**src/rtl/hcfp_pkg.sv**
```systemverilog
package hcfp_pkg;

  localparam int BYTE_W          = 8;
  localparam int LEN_W           = 16;
  localparam int OUT_CNT_W       = 32;
  localparam int COUNT_WIDTH_DEF = 32;
  localparam int HDR_BYTES       = 4;
  localparam int HCNT_W          = 3;
  localparam int ADDR_W          = 4;
  localparam int DATA_W          = 32;

  localparam logic [HCNT_W-1:0] CTRL_HDR_LEN = HCNT_W'(4);
  localparam logic [HCNT_W-1:0] EVT_HDR_LEN  = HCNT_W'(2);

  localparam logic [BYTE_W-1:0] CTRL_TYPE_RST   = BYTE_W'(25);
  localparam logic [BYTE_W-1:0] EVT_TYPE_RST    = BYTE_W'(4);
  localparam logic [LEN_W-1:0]  MAX_PAYLOAD_RST = LEN_W'(256);

  typedef enum logic [1:0] {
    REG_CTRL_TYPE   = 2'd0,
    REG_EVT_TYPE    = 2'd1,
    REG_MAX_PAYLOAD = 2'd2
  } reg_idx_t;

  typedef enum logic [2:0] {
    PH_IDLE    = 3'b001,
    PH_HEADER  = 3'b010,
    PH_PAYLOAD = 3'b100
  } phase_t;

  typedef struct packed {
    logic [BYTE_W-1:0] ctrl_type;
    logic [BYTE_W-1:0] evt_type;
    logic [LEN_W-1:0]  max_payload;
  } cfg_t;

  typedef struct packed {
    logic                 byte_valid;
    logic [BYTE_W-1:0]    data_out;
    logic                 frame_end;
    logic                 is_event;
    logic [LEN_W-1:0]     opcode;
    logic [BYTE_W-1:0]    event_code;
    logic [LEN_W-1:0]     frame_length;
    logic [OUT_CNT_W-1:0] garbage_count;
    logic [OUT_CNT_W-1:0] dropped_count;
  } res_t;

endpackage

```
**src/rtl/hci_control_frame_parser_unit.sv**
```systemverilog
// channel   handshake                     payload
// in        in_valid / in_ready           in_rx_byte
// out       out_valid / out_ready         out_byte_valid .. out_dropped_count
// config    psel penable pwrite / pready  paddr pwdata prdata
//
// one request per cycle while in_ready is high: the byte updates the frame
// state and its result is registered at the same edge; the result register
// is the only output stage, and in_ready drops only while it holds a result
// that out_ready has not taken
// synchronous active-low reset returns to hunting, header cleared, counters zero
// configuration returns to type bytes 25 and 4 and a maximum payload of 256
module hci_control_frame_parser_unit
  import hcfp_pkg::*;
#(
  parameter int COUNT_WIDTH = COUNT_WIDTH_DEF
) (
  input  logic                 clk,
  input  logic                 rst_n,
  input  logic                 in_valid,
  output logic                 in_ready,
  input  logic [BYTE_W-1:0]    in_rx_byte,
  output logic                 out_valid,
  input  logic                 out_ready,
  output logic                 out_byte_valid,
  output logic [BYTE_W-1:0]    out_data_out,
  output logic                 out_frame_end,
  output logic                 out_is_event,
  output logic [LEN_W-1:0]     out_opcode,
  output logic [BYTE_W-1:0]    out_event_code,
  output logic [LEN_W-1:0]     out_frame_length,
  output logic [OUT_CNT_W-1:0] out_garbage_count,
  output logic [OUT_CNT_W-1:0] out_dropped_count,
  input  logic                 psel,
  input  logic                 penable,
  input  logic                 pwrite,
  input  logic [ADDR_W-1:0]    paddr,
  input  logic [DATA_W-1:0]    pwdata,
  output logic [DATA_W-1:0]    prdata,
  output logic                 pready
);

  cfg_t cfg;
  res_t res;
  res_t out_res;
  logic accept;

  hcfp_cfg_regs u_cfg (
    .clk     (clk),
    .rst_n   (rst_n),
    .psel    (psel),
    .penable (penable),
    .pwrite  (pwrite),
    .paddr   (paddr),
    .pwdata  (pwdata),
    .prdata  (prdata),
    .pready  (pready),
    .cfg     (cfg)
  );

  hcfp_parser #(
    .COUNT_WIDTH (COUNT_WIDTH)
  ) u_parser (
    .clk     (clk),
    .rst_n   (rst_n),
    .accept  (accept),
    .rx_byte (in_rx_byte),
    .cfg     (cfg),
    .res     (res)
  );

  hcfp_out_reg u_out (
    .clk       (clk),
    .rst_n     (rst_n),
    .in_valid  (in_valid),
    .in_ready  (in_ready),
    .accept    (accept),
    .res       (res),
    .out_valid (out_valid),
    .out_ready (out_ready),
    .out_res   (out_res)
  );

  assign out_byte_valid    = out_res.byte_valid;
  assign out_data_out      = out_res.data_out;
  assign out_frame_end     = out_res.frame_end;
  assign out_is_event      = out_res.is_event;
  assign out_opcode        = out_res.opcode;
  assign out_event_code    = out_res.event_code;
  assign out_frame_length  = out_res.frame_length;
  assign out_garbage_count = out_res.garbage_count;
  assign out_dropped_count = out_res.dropped_count;

endmodule

```
**src/rtl/hcfp_cfg_regs.sv**
```systemverilog
module hcfp_cfg_regs
  import hcfp_pkg::*;
(
  input  logic              clk,
  input  logic              rst_n,
  input  logic              psel,
  input  logic              penable,
  input  logic              pwrite,
  input  logic [ADDR_W-1:0] paddr,
  input  logic [DATA_W-1:0] pwdata,
  output logic [DATA_W-1:0] prdata,
  output logic              pready,
  output cfg_t              cfg
);

  cfg_t     cfg_r;
  logic     wr_en;
  reg_idx_t idx;

  assign pready = 1'b1;
  assign wr_en  = psel && penable && pwrite;
  assign idx    = reg_idx_t'(paddr[ADDR_W-1:2]);
  assign cfg    = cfg_r;

  always_ff @(posedge clk) begin
    if (!rst_n) begin
      cfg_r.ctrl_type   <= CTRL_TYPE_RST;
      cfg_r.evt_type    <= EVT_TYPE_RST;
      cfg_r.max_payload <= MAX_PAYLOAD_RST;
    end else if (wr_en) begin
      unique case (idx)
        REG_CTRL_TYPE:   cfg_r.ctrl_type   <= pwdata[BYTE_W-1:0];
        REG_EVT_TYPE:    cfg_r.evt_type    <= pwdata[BYTE_W-1:0];
        REG_MAX_PAYLOAD: cfg_r.max_payload <= pwdata[LEN_W-1:0];
        default: ;
      endcase
    end
  end

  always_comb begin
    unique case (idx)
      REG_CTRL_TYPE:   prdata = DATA_W'(cfg_r.ctrl_type);
      REG_EVT_TYPE:    prdata = DATA_W'(cfg_r.evt_type);
      REG_MAX_PAYLOAD: prdata = DATA_W'(cfg_r.max_payload);
      default:         prdata = '0;
    endcase
  end

endmodule

```
**src/rtl/hcfp_parser.sv**
```systemverilog
module hcfp_parser
  import hcfp_pkg::*;
#(
  parameter int COUNT_WIDTH = COUNT_WIDTH_DEF
) (
  input  logic              clk,
  input  logic              rst_n,
  input  logic              accept,
  input  logic [BYTE_W-1:0] rx_byte,
  input  cfg_t              cfg,
  output res_t              res
);

  localparam logic [COUNT_WIDTH-1:0] CNT_MAX = {COUNT_WIDTH{1'b1}};

  phase_t                  phase_r, phase_nxt;
  logic                    kind_r, kind_nxt;
  logic [HCNT_W-1:0]       hcnt_r, hcnt_nxt;
  logic [BYTE_W-1:0]       hb_r [HDR_BYTES];
  logic [BYTE_W-1:0]       hb_nxt [HDR_BYTES];
  logic [LEN_W-1:0]        plen_r, plen_nxt;
  logic [LEN_W-1:0]        rcnt_r, rcnt_nxt;
  logic                    disc_r, disc_nxt;
  logic [COUNT_WIDTH-1:0]  garb_r, garb_nxt;
  logic [COUNT_WIDTH-1:0]  drop_r, drop_nxt;
  logic                    bvalid, fend;
  logic [BYTE_W-1:0]       bdata;
  logic [HCNT_W-1:0]       need;
  logic [LEN_W-1:0]        hlen;
  logic                    last;

  always_comb begin
    phase_nxt = phase_r;
    kind_nxt  = kind_r;
    hcnt_nxt  = hcnt_r;
    hb_nxt    = hb_r;
    plen_nxt  = plen_r;
    rcnt_nxt  = rcnt_r;
    disc_nxt  = disc_r;
    garb_nxt  = garb_r;
    drop_nxt  = drop_r;
    bvalid    = 1'b0;
    bdata     = '0;
    fend      = 1'b0;
    need      = kind_r ? EVT_HDR_LEN : CTRL_HDR_LEN;
    hlen      = kind_r ? LEN_W'(rx_byte) : {rx_byte, hb_r[2]};
    last      = 1'b0;
    if (accept) begin
      unique case (phase_r)
        PH_HEADER: begin
          hb_nxt[hcnt_r[1:0]] = rx_byte;
          hcnt_nxt = hcnt_r + HCNT_W'(1);
          if (hcnt_nxt >= need) begin
            plen_nxt = hlen;
            rcnt_nxt = '0;
            if (hlen == '0) begin
              fend      = 1'b1;
              phase_nxt = PH_IDLE;
            end else begin
              disc_nxt  = hlen > cfg.max_payload;
              phase_nxt = PH_PAYLOAD;
            end
          end
        end
        PH_PAYLOAD: begin
          rcnt_nxt = rcnt_r + LEN_W'(1);
          last     = rcnt_nxt >= plen_r;
          if (!disc_r) begin
            bvalid = 1'b1;
            bdata  = rx_byte;
            fend   = last;
          end
          if (last) begin
            if (disc_r && drop_r != CNT_MAX) begin
              drop_nxt = drop_r + COUNT_WIDTH'(1);
            end
            disc_nxt  = 1'b0;
            phase_nxt = PH_IDLE;
          end
        end
        default: begin
          phase_nxt = PH_IDLE;
          if (rx_byte == cfg.ctrl_type || rx_byte == cfg.evt_type) begin
            kind_nxt  = rx_byte != cfg.ctrl_type;
            hcnt_nxt  = '0;
            hb_nxt    = '{default: '0};
            plen_nxt  = '0;
            rcnt_nxt  = '0;
            disc_nxt  = 1'b0;
            phase_nxt = PH_HEADER;
          end else if (garb_r != CNT_MAX) begin
            garb_nxt = garb_r + COUNT_WIDTH'(1);
          end
        end
      endcase
    end
  end

  always_ff @(posedge clk) begin
    if (!rst_n) begin
      phase_r <= PH_IDLE;
      kind_r  <= 1'b0;
      hcnt_r  <= '0;
      hb_r    <= '{default: '0};
      plen_r  <= '0;
      rcnt_r  <= '0;
      disc_r  <= 1'b0;
      garb_r  <= '0;
      drop_r  <= '0;
    end else begin
      phase_r <= phase_nxt;
      kind_r  <= kind_nxt;
      hcnt_r  <= hcnt_nxt;
      hb_r    <= hb_nxt;
      plen_r  <= plen_nxt;
      rcnt_r  <= rcnt_nxt;
      disc_r  <= disc_nxt;
      garb_r  <= garb_nxt;
      drop_r  <= drop_nxt;
    end
  end

  always_comb begin
    res.byte_valid    = bvalid;
    res.data_out      = bdata;
    res.frame_end     = fend;
    res.is_event      = kind_nxt;
    res.opcode        = kind_nxt ? '0 : {hb_nxt[1], hb_nxt[0]};
    res.event_code    = kind_nxt ? hb_nxt[0] : '0;
    res.frame_length  = plen_nxt;
    res.garbage_count = OUT_CNT_W'(garb_nxt);
    res.dropped_count = OUT_CNT_W'(drop_nxt);
  end

`ifndef NO_ASSERTIONS
  a_payload_in_range: assert property (@(posedge clk) disable iff (!rst_n)
    phase_r == PH_PAYLOAD |-> plen_r != '0 && rcnt_r < plen_r)
    else $error("payload count out of range");

  a_header_in_range: assert property (@(posedge clk) disable iff (!rst_n)
    phase_r == PH_HEADER |-> hcnt_r < (kind_r ? EVT_HDR_LEN : CTRL_HDR_LEN))
    else $error("header count past header length");

  a_discard_only_payload: assert property (@(posedge clk) disable iff (!rst_n)
    disc_r |-> phase_r == PH_PAYLOAD)
    else $error("discard flag outside payload");

  a_garbage_step: assert property (@(posedge clk) disable iff (!rst_n)
    accept && phase_r == PH_IDLE && rx_byte != cfg.ctrl_type
      && rx_byte != cfg.evt_type && garb_r != CNT_MAX
    |=> garb_r == $past(garb_r) + COUNT_WIDTH'(1))
    else $error("garbage count missed a byte");
`endif

endmodule

```
**src/rtl/hcfp_out_reg.sv**
```systemverilog
module hcfp_out_reg
  import hcfp_pkg::*;
(
  input  logic clk,
  input  logic rst_n,
  input  logic in_valid,
  output logic in_ready,
  output logic accept,
  input  res_t res,
  output logic out_valid,
  input  logic out_ready,
  output res_t out_res
);

  logic out_valid_r, out_valid_nxt;
  res_t res_r;

  assign in_ready  = !out_valid_r || out_ready;
  assign accept    = in_valid && in_ready;
  assign out_valid = out_valid_r;
  assign out_res   = res_r;

  always_comb begin
    out_valid_nxt = out_valid_r;
    if (accept) begin
      out_valid_nxt = 1'b1;
    end else if (out_ready) begin
      out_valid_nxt = 1'b0;
    end
  end

  always_ff @(posedge clk) begin
    if (!rst_n) begin
      out_valid_r <= 1'b0;
    end else begin
      out_valid_r <= out_valid_nxt;
    end
  end

  always_ff @(posedge clk) begin
    if (accept) begin
      res_r <= res;
    end
  end

endmodule

```
**config.mk**
```make
export PLATFORM = sky130hd
export DESIGN_NAME = hci_control_frame_parser_unit
export DESIGN_NICKNAME = d
export VERILOG_FILES = /design/src/rtl/hcfp_pkg.sv /design/src/rtl/hci_control_frame_parser_unit.sv /design/src/rtl/hcfp_cfg_regs.sv /design/src/rtl/hcfp_parser.sv /design/src/rtl/hcfp_out_reg.sv
export SDC_FILE = /design/constraint.sdc
export NUM_CORES = 1
export LEC_CHECK = 0
export ABC_AREA = 1
export BUFFER_PORTS_ARGS = -buffer_cell sky130_fd_sc_hd__buf_2
export CAP_MARGIN = 20
export CORE_MARGIN = 8
export CORE_UTILIZATION = 62
export CTS_CLUSTER_DIAMETER = 200
export DETAILED_ROUTE_END_ITERATION = 8
export PLACE_DENSITY = 0.93
export SLEW_MARGIN = 15
export SYNTH_ARGS = -nofsm -noshare
export SYNTH_HDL_FRONTEND = slang
export SYNTH_SLANG_ARGS = --single-unit
```
**constraint.sdc**
```tcl
create_clock -name clk -period 12.6 [get_ports clk]
set_clock_uncertainty 0.15 [all_clocks]
set_input_delay 2.52 -clock clk [delete_from_list [all_inputs] [get_ports clk]]
set_output_delay 2.52 -clock clk [all_outputs]
set_load 0.1 [all_outputs]
```
==> metrics.yaml, run 1 <==
route:
  antenna_left: 0
  drc: 0
  drt_first_pass_iters: 5
  num_vias: 11466
  wl_per_cell_um: 15.59
  drt_iter0_drc: 990
  wl_um: 32550
  vias_per_cell: 5.491
die:
  fp-row-count: 54
  dieWidth_um: 163.2
  boundaryPins: 201
  start_util: 0.6235
  die_area_sq_um: 26640
  coreArea_sq_um: 21550
  die_h_um: 163.2
sta:
  relSlewSlack: 0.4440
  slew_viol_final: 0
  final.period_utilization: 0.5174
  finalHoldViolCount: 0
  period_needed_ps: 6519
  fmax_mhz: 153.4
  rsz0062_at_grt: "no"
  setup_viol: 0
  worstMarginPinSlew_ps: 834.1
  finalSetupTns_ps: 0
yosys:
  synth_top_area_share: 0.2570
  ys.flop_type: "dfxtp_1"
  synth_most_common_cell: "nand2_1"
  synthArstFlopShare: 0
  yosysTopAreaCell: "edfxtp_1"
  synth-seq-cells: 276
  synth_area_leaders: "edfxtp_1, dfxtp_1, nand2_1"
  synth_common_cells: "nand2_1, inv_1, nor2_1"
  ys_warn_count: 0
  synth_area_sq_um: 13440
  synth_edf_count: 115
  yosysUniqueCellTypes: 51
  synthCells: 1631
  syn_avg_cell_area_sq_um: 8.240
  ys_seq_area_frac: 0.4968
cells_and_area:
  drive_gt1_frac: 0.1532
  area_growth_pct: 13.75
  n_fill_cell: 1567
  finalNetCount: 1878
  post-route-util: 0.7093
  n_antenna_cell: 0
outcome:
  status: "completed"
worst_setup_path:
  cp-start-kind: "primary input"
  worstRegToRegCells: 17
  critical_path_class: "in2out"
  endpoint_kind: "primary output"
  required_ps: 9930
  cp_max_fo: 7
  worstPathArrival_ps: 3850
power_and_ir_drop:
  pwr-share-comb: 0.126
  ir_drop_mv: 0.1075
  power_leakage_nw: 6.681
  p_switching_mw: 0.5739
  p_clk_frac: 0.403
  p_int_mw: 1.464
  power_mw: 2.037
  switching_share: 0.2817
  pwr_density_cell_nw_per_um2: 133.3
  p_seq_frac: 0.471
cts:
  path_clk_slew_ps: 60
  ctsHoldBuffers: 0
  cts_setup_buffers: 0
  tritoncts: "done"
  cts_sinks: 276
  numCtsBuffers: 28
  cts_root_buf: "clkbuf_16"
  cts_max_level: 1
  cts_resized: 0
  clock_latency_ps: 540
  cts_buffer_depth: 3
global_routing:
  grt_pass1_vias: 11421
  grt_max_degree: 64
  antenna_found_initial: 0
  grt_pass1_wl_um: 53300
  overflow: 0
  grt_usage: 0.2397
flow_run:
  cap_viol_max_count: 0
placement:
  portBuffers: 165
  place_congestion: 0.9188
  place_hpwl_um: 23050
worst_hold_path:
  min_path_type: "reg2reg"
  min_path_cells: 2
## cells in the final DEF (no fill, tap or decap), types with 17 or more instances in the layout
master     instances
nand2_1          410
inv_1            200
buf_2            165
nor2_1           161
dfxtp_1          161
a21oi_1          134
edfxtp_1         115
nand3_1           64
o21ai_0           45
ha_1              41
nand4_1           34
o211ai_1          33
clkbuf_16         30
nor3_1            25
xnor2_1           20
xor2_1            18
conb_1            17
## worst max-delay path: stages
cell      delay (ps)
buf_2            100
nor2_1           380
inv_1            140
o221ai_1         220
buf_2            470
## path summary, 6_finish.rpt
path	slack (ps)	endpoint	start
setup / recovery	6080	prdata[6]	paddr[3]
hold / removal	330	u_parser.hb_r[8]	u_parser.hb_r[8]
setup reg to reg	8750	u_out.out_res[6]	u_parser.rcnt_r[0]
hold reg to reg	330	u_parser.hb_r[8]	u_parser.hb_r[8]
## power by group through the flow
stage | clock (mW) | combinational (mW) | sequential, mW
floorplan | 0 | 0.0855 | 1.11
global placement | 0 | 0.251 | 0.978
detailed placement | 0 | 0.255 | 0.979
CTS | 0.827 | 0.256 | 0.960
global route | 0.864 | 0.266 | 0.962
finish | 0.821 | 0.256 | 0.960
## metal layers
| layer | routed length, um | part of all wire | track usage |
|---|---|---|---|
| met2 | 16020 | 0.49 | 0.4194 |
| met5 | 0 | 0 | 0 |
| met1 | 12990 | 0.40 | 0.2874 |
| met3 | 2509 | 0.077 | 0.04057 |
| met4 | 1031 | 0.032 | 0.09800 |
## metrics by stage
stage	instance area, sq um	worst slack (ps)	instances	hold slack, ps
after floorplan	13500	5484	1646	290.1
after global placement	14350	6150	2035	298.1
after detailed placement	14370	6132	2036	312.0
after CTS	15280	6124	2088	320.8
after global routing	15290	6003	2088	346.0
final	15290	6081	2088	329.7
## cells by family after synthesis
kind of cell             after synthesis  share of synthesized area
AND/OR/NAND/NOR                      754                     0.2483
buffers and inverters                276                    0.08658
flip-flops                           276                     0.4968
AO/OA/AOI/OAI                        243                     0.1036
adder cells (fa/ha/maj)               41                    0.03817
XOR/XNOR                              39                    0.02598
other                                  2                  0.0005588
## area by class of cell
class	count	area (sq um)	share of cell area
tap	280	350.3	0.02292
clock buffer	45	847.1	0.05541
inverter	217	820.8	0.05369
clock inverter	7	66.31	0.004338
sequential	276	6676	0.4367
multi-input combinational	1094	5658	0.3701
timing repair buffer	169	868.3	0.05680
## flip-flops by register name, summed over array words and instances, names as in the netlist
name	count
u_out.out_res	115
u_cfg.cfg	32
u_parser.drop_r	32
u_parser.garb_r	32
u_parser.hb_r	24
u_parser.plen_r	16
u_parser.rcnt_r	16
u_parser.hcnt_r	3
u_parser.phase_r	3
u_out.out_valid	1
u_parser.disc_r	1
u_parser.kind_r	1
Note: power is estimated with default switching activity, not from simulation.
==> run 2, diff against run 1 <==
--- a/config.mk
+++ b/config.mk
@@ -9,10 +9,10 @@
 export BUFFER_PORTS_ARGS = -buffer_cell sky130_fd_sc_hd__buf_2
 export CAP_MARGIN = 20
 export CORE_MARGIN = 8
-export CORE_UTILIZATION = 62
+export CORE_UTILIZATION = 57
 export CTS_CLUSTER_DIAMETER = 200
 export DETAILED_ROUTE_END_ITERATION = 8
-export PLACE_DENSITY = 0.93
+export PLACE_DENSITY = 0.87
 export SLEW_MARGIN = 15
 export SYNTH_ARGS = -nofsm -noshare
 export SYNTH_HDL_FRONTEND = slang
==> constraint.sdc (replaced) <==
create_clock -name clk -period 6 [get_ports clk]
set_clock_uncertainty 0.15 [all_clocks]
set_input_delay 1.2 -clock clk [delete_from_list [all_inputs] [get_ports clk]]
set_output_delay 1.2 -clock clk [all_outputs]
set_load 0.1 [all_outputs]
==> run 2 against run 1 <==
  * Register-to-register slack got worse by 6500 ps
  * Largest power group unchanged
  * Die area rose by 7.9%
  * Critical endpoint is now prdata[7]
  * Critical path type unchanged
  * Clock power rose by 120%
  * Critical path depth did not move
==> metrics.yaml, run 2 (synthesis gave the netlist of run 1 again) <==
outcome:
  status: "completed"
cts:
  cts_buffer_depth: 3  # unchanged
  numCtsBuffers: 28  # unchanged
  cts_max_level: 1  # unchanged
  cts_resized: 0  # unchanged
  ctsHoldBuffers: 0  # unchanged
  cts_setup_buffers: 0  # unchanged
  clock_latency_ps: 540  # about the same
  path_clk_slew_ps: 60  # about the same
  cts_root_buf: "clkbuf_16"
  cts_sinks: 276  # unchanged
  tritoncts: "done"
worst_setup_path:
  worstPathArrival_ps: 2530  # -1320 ps
  endpoint_kind: "primary output"
  cp_max_fo: 7  # unchanged
  required_ps: 4650  # -5280 ps
  critical_path_class: "in2out"
  cp-start-kind: "primary input"
worst_hold_path:
  min_path_type: "reg2reg"
global_routing:
  busiest_layer: "met2"
  use_met1: 0.2635  # -0.02394
  overflow: 0  # unchanged
  grt_max_degree: 80  # +25%
  grt_pass1_vias: 10933  # -4.3%
  antenna_found_initial: 0  # unchanged
  grt_usage: 0.2150  # -0.02467
  use_met3: 0.03675  # -0.003822
  grt_use_met2: 0.3775  # -0.04192
  grt_pass1_wl_um: 51440  # -3.5%
power_and_ir_drop:
  pwr_density_cell_nw_per_um2: 284.6  # +110%
  ir_drop_mv: 0.2654  # +150%
  power_leakage_nw: 6.707  # +0.39%
die:
  coreArea_sq_um: 23330  # +8.3%
  boundaryPins: 201  # unchanged
  die_area_sq_um: 28750  # +7.9%
  die_h_um: 169.6  # +3.9%
  dieWidth_um: 169.6  # +3.9%
  start_util: 0.5760  # -0.04755
  fp-row-count: 56  # +3.7%
route:
  vias_per_cell: 5.265  # -4.1%
  drt_iter0_drc: 743  # -25%
  antenna_left: 0  # unchanged
  wl_um: 31380  # -3.6%
  drc: 0  # unchanged
  drt_first_pass_iters: 5  # unchanged
  wl_per_cell_um: 14.76  # -5.3%
  num_vias: 11199  # -2.3%
sta:
  period_needed_ps: 3882
  rsz0062_at_grt: "no"
  final.period_utilization: 0.6469
  relSlewSlack: 0.4097  # -0.03422
  fmax_mhz: 257.6
  finalHoldViolCount: 0  # unchanged
  setup_viol: 0  # unchanged
  slew_viol_final: 0  # unchanged
  worstMarginPinSlew_ps: 885.4  # +51.33 ps
  finalSetupTns_ps: 0  # unchanged
  finalHoldWorstSlack_ps: 326.4  # -3.323 ps
placement:
  place_hpwl_um: 22600  # -2.0%
  place_congestion: 0.9256  # +0.74%
  portBuffers: 165  # unchanged
  placed_cells: 2074  # +1.9%
cells_and_area:
  drive_gt1_frac: 0.1549  # +0.001659
  finalNetCount: 1878  # unchanged
  final_cell_mix: "nand2_1, inv_1, buf_2"
  layout_commonest_cell: "nand2_1"
  n_antenna_cell: 0  # unchanged
  area_growth_pct: 14.50
  stdcell_count: 2127  # +1.9%
  largest_reg_flops: 115  # unchanged
  post-route-util: 0.6595  # -0.04980
flow_run:
  cap_viol_max_count: 0  # unchanged
[run 2: cell types whose count changed in the layout (fill, tap and decap cells not counted), sizes merged]
| cell | change |
|---|---|
| clkinv | +4 |
| inv | -1 |
| clkinvlp | +1 |
| bufinv | +3 |
| clkbuf | -7 |
[run 2: worst paths after layout]
path / startpoint / end / slack, ps / cells after the start
min reg2reg: u_parser.hb_r[15] / u_parser.hb_r[15] / 330 / 2
min: u_parser.hb_r[15] / u_parser.hb_r[15] / 330 / 2
max reg2reg: u_parser.rcnt_r[0] / u_out.out_res[18] / 2250 / 17
max: paddr[3] / prdata[7] / 2120 / 5
[run 2: final cells by class]
type / instances / area [sq um]
clock buffer: 38 / 800.8
clock inverter: 14 / 175.2
fill: 1896 / 7945
inverter: 217 / 820.8
multi-input combinational: 1094 / 5655
sequential: 276 / 6676
tap: 319 / 399.1
timing repair buffer: 169 / 859.6
[run 2: power breakdown]
part           internal, mW  switching [mW]
clock network          1.11           0.721
logic                0.0650           0.472
registers              2.00          0.0162
[run 2: critical path, cell delays in order]
cell and delay, ps:
buf_2 100, nor2_1 390, inv_1 140, o221ai_1 230, buf_2 470
[run 2: routing by layer]
| metal | vias to the layer above | share of wire |
|---|---|---|
| met5 | - | 0 |
| met4 | 0 | 0.027 |
| met3 | 73 | 0.076 |
| met2 | 410 | 0.48 |
| met1 | 5107 | 0.41 |
| li1 | 5609 | - |
[run 2: per-stage QoR]
stage / cell area (sq um) / setup slack [ps] / total power, mW
6_report: 15390 / 2118 / 4.379
5_1_grt: 15390 / 1979 / 4.508
4_1_cts: 15380 / 2144 / 4.402
3_5_place_dp: 14400 / 1939 / 2.591
3_3_place_gp: 14400 / 1986 / 2.583
2_1_floorplan: 13500 / 1301 / 2.511
==> run 3, diff against run 2 <==
--- a/config.mk
+++ b/config.mk
@@ -5,14 +5,14 @@
 export SDC_FILE = /design/constraint.sdc
 export NUM_CORES = 1
 export LEC_CHECK = 0
-export ABC_AREA = 1
+export ABC_AREA = 0
 export BUFFER_PORTS_ARGS = -buffer_cell sky130_fd_sc_hd__buf_2
 export CAP_MARGIN = 20
 export CORE_MARGIN = 8
-export CORE_UTILIZATION = 57
+export CORE_UTILIZATION = 52
 export CTS_CLUSTER_DIAMETER = 200
 export DETAILED_ROUTE_END_ITERATION = 8
-export PLACE_DENSITY = 0.87
+export PLACE_DENSITY = 0.84
 export SLEW_MARGIN = 15
 export SYNTH_ARGS = -nofsm -noshare
 export SYNTH_HDL_FRONTEND = slang
==> constraint.sdc (replaced) <==
create_clock -name clk -period 3.55 [get_ports clk]
set_clock_uncertainty 0.15 [all_clocks]
set_input_delay 0.71 -clock clk [delete_from_list [all_inputs] [get_ports clk]]
set_output_delay 0.71 -clock clk [all_outputs]
set_load 0.1 [all_outputs]
==> run 3 against run 2 <==
  * Register-to-register slack worse by 2200 ps
  * Design area is 4.6% higher
  * Final cell count is 9.4% lower
  * Via count is 0.28% higher
  * Worst setup slack worse by 2100 ps
  * Clock power is 66% higher
  * Clock-buffer cell count stayed put
  * Routed wire length is 10% higher
  * First-iteration DRC count is 51% higher
  * Critical endpoint is now u_parser.drop_r[7]
  * Highest routed layer unchanged
==> metrics.yaml, run 3 <==
outcome:
  status: "completed"
power_and_ir_drop:
  ir_drop_mv: 0.3689  # +39%
  pwr_density_cell_nw_per_um2: 454.5  # +60%
  power_leakage_nw: 6.454  # -3.8%
cells_and_area:
  finalNetCount: 1659  # -12%
  area_growth_pct: 18.69
  n_antenna_cell: 0  # unchanged
  largest_reg_flops: 115  # unchanged
  final_cell_mix: "nand2_1, buf_2, dfxtp_1"
  drive_gt1_frac: 0.2181  # +0.06323
  n_fill_cell: 2004  # +5.7%
  multi_input_area_sq_um: 6494  # +15%
  post-route-util: 0.6230  # -0.03648
  stdcell_count: 1926  # -9.4%
  layout_commonest_cell: "nand2_1"
  stdcell_area_sq_um: 16100  # +4.6%
  seq_area_sq_um: 6684  # +0.11%
yosys:
  synth_edf_count: 115  # unchanged
  synthCells: 1391  # -15%
  yosysTopAreaCell: "edfxtp_1"
  synth-seq-cells: 276  # unchanged
  synth_area_leaders: "edfxtp_1, dfxtp_1, nand2_1"
  synth_top_area_share: 0.2546  # -0.002323
  ys.flop_type: "dfxtp_1"
  synth_area_sq_um: 13560  # +0.91%
  synthArstFlopShare: 0  # unchanged
  ys_seq_area_frac: 0.4923  # -0.004492
  synth_common_cells: "nand2_1, dfxtp_1, edfxtp_1"
  ys_warn_count: 0  # unchanged
  yosysUniqueCellTypes: 76  # +49%
  syn_avg_cell_area_sq_um: 9.750  # +18%
  synth_most_common_cell: "nand2_1"
worst_setup_path:
  required_ps: 3890  # -760 ps
  cp_max_fo: 11  # +4
  cp-start-kind: "register"
  worstPathArrival_ps: 3880  # +1350 ps
  critical_path_class: "reg2reg"
  endpoint_kind: "register"
route:
  wl_per_cell_um: 17.96  # +22%
  antenna_left: 0  # unchanged
  wl_um: 34600  # +10%
  drc: 0  # unchanged
  drt_iter0_drc: 1121  # +51%
  num_vias: 11230  # +0.28%
  drt_first_pass_iters: 6  # +1
  vias_per_cell: 5.831  # +11%
sta:
  setup_viol: 0  # unchanged
  fmax_mhz: 282.5
  worstMarginPinSlew_ps: 878.4  # -6.964 ps
  finalHoldViolCount: 0  # unchanged
  relSlewSlack: 0.4144  # +0.004643
  final.period_utilization: 0.9971
  period_needed_ps: 3540
  slew_viol_final: 0  # unchanged
  rsz0062_at_grt: "yes"
  fin_ws_ps: 10.44  # -2108 ps
  finalSetupTns_ps: 0  # unchanged
die:
  die_h_um: 177.5  # +4.7%
  start_util: 0.5249  # -0.05110
  boundaryPins: 201  # unchanged
  die_area_sq_um: 31500  # +9.6%
  dieWidth_um: 177.5  # +4.7%
  coreArea_sq_um: 25840  # +11%
  fp-row-count: 59  # +5.4%
cts:
  cts_max_level: 1  # unchanged
  cts_root_buf: "clkbuf_16"
  tritoncts: "done"
  ctsHoldBuffers: 0  # unchanged
  cts_buffer_depth: 3  # unchanged
  path_clk_slew_ps: 70  # about the same
  numCtsBuffers: 30  # +7.1%
  cts_sinks: 276  # unchanged
  clock_latency_ps: 560  # +20 ps
placement:
  place_congestion: 0.8973  # -3.1%
  place_hpwl_um: 23680  # +4.8%
  dpl_worst_slack_ps: -33.48  # -1973 ps
  place_area_sq_um: 14870  # +3.2%
  portBuffers: 165  # unchanged
  placed_cells: 1865  # -10%
worst_hold_path:
  min_path_type: "in2reg"
global_routing:
  antenna_found_initial: 0  # unchanged
  overflow: 0  # unchanged
  grt_usage: 0.2088  # -0.006226
  grt_pass1_wl_um: 54250  # +5.5%
  grt_pass1_vias: 10809  # -1.1%
  grt_max_degree: 93  # +16%
flow_run:
  cap_viol_max_count: 0  # unchanged
==> run 3: cells by family (layout without fill, tap and decap cells) <==
logic type / count (synthesis) / count (layout) / share of synthesized area
and+or+nand+nor: 541 / 541 / 0.2131
xor gates and xnor gates: 69 / 69 / 0.04456
buffers and inverters: 143 / 328 / 0.04862
AOI/OAI and AO/OA: 260 / 260 / 0.1195
muxes: 59 / 59 / 0.04355
other: 2 / 17 / 0.0005538
DFF: 276 / 276 / 0.4923
adders and majority gates: 41 / 41 / 0.03783
==> run 3: layout make-up <==
type / instances / area share
clock inverters: 18 / 0.008239
inverters: 52 / 0.01314
repair buffers: 220 / 0.08162
well taps: 335 / 0.02604
flip-flops and latches: 276 / 0.4152
clock buffers: 38 / 0.05231
multi-input cells: 987 / 0.4034
==> run 3: routing by layer <==
layer  up-vias  track usage  wire length, um  part of all wire
met2       507       0.3561            16680              0.48
met1      5302       0.2660            14320              0.41
li1       5332            -                -                 -
met4         0      0.06808             1017             0.029
met5         -            0                0                 0
met3        89      0.03426             2577             0.074
==> run 3: stage by stage <==
step | hold WS, ps | power (mW)
after detailed placement | 310.9 | 4.340
final | 255.2 | 7.315
after global placement | 306.7 | 4.332
after global routing | 263.0 | 7.501
after floorplan | 294.7 | 4.198
after CTS | 239.5 | 7.338
==> run 3: worst paths after layout <==
path / start / endpoint / slack [ps] / cells after the start
worst max-delay path: u_parser.rcnt_r[0] / u_parser.drop_r[7] / 10 / 13
worst min-delay path: pwdata[15] / u_cfg.cfg[15] / 260 / 3
worst max register to register: u_parser.rcnt_r[0] / u_parser.drop_r[7] / 10 / 13
worst min register to register: u_parser.hb_r[13] / u_parser.hb_r[13] / 320 / 2
==> run 3: power breakdown <==
group / internal, mW / total (mW) / leakage [nW] / switching (mW)
Sequential: 3.37 / 3.40 / 2.46 / 0.0261
Combinational: 0.108 / 0.879 / 3.50 / 0.771
Clock: 1.75 / 3.04 / 0.493 / 1.29
Total: 5.23 / 7.32 / 6.45 / 2.08
==> run 3: critical path, stage by stage, from the launching register on <==
cell and delay (ps):
dfxtp_2 350, and4_4 240, nand4_1 180, nor2_4 220, nand3_2 120, xnor2_2 170
ha_1 290, nand4_1 190, nor3_4 290, o311ai_4 160, and3_4 220, buf_12 150
or4_1 540, a21oi_1 200
==> run 3: timing repair <==
action                                  in CTS  in global routing
resized for setup                            0                 40
endpoints found under the setup margin      15                 60
buffers inserted                             0                  3
pin swaps                                    1                 22
gates cloned                                 0                  2
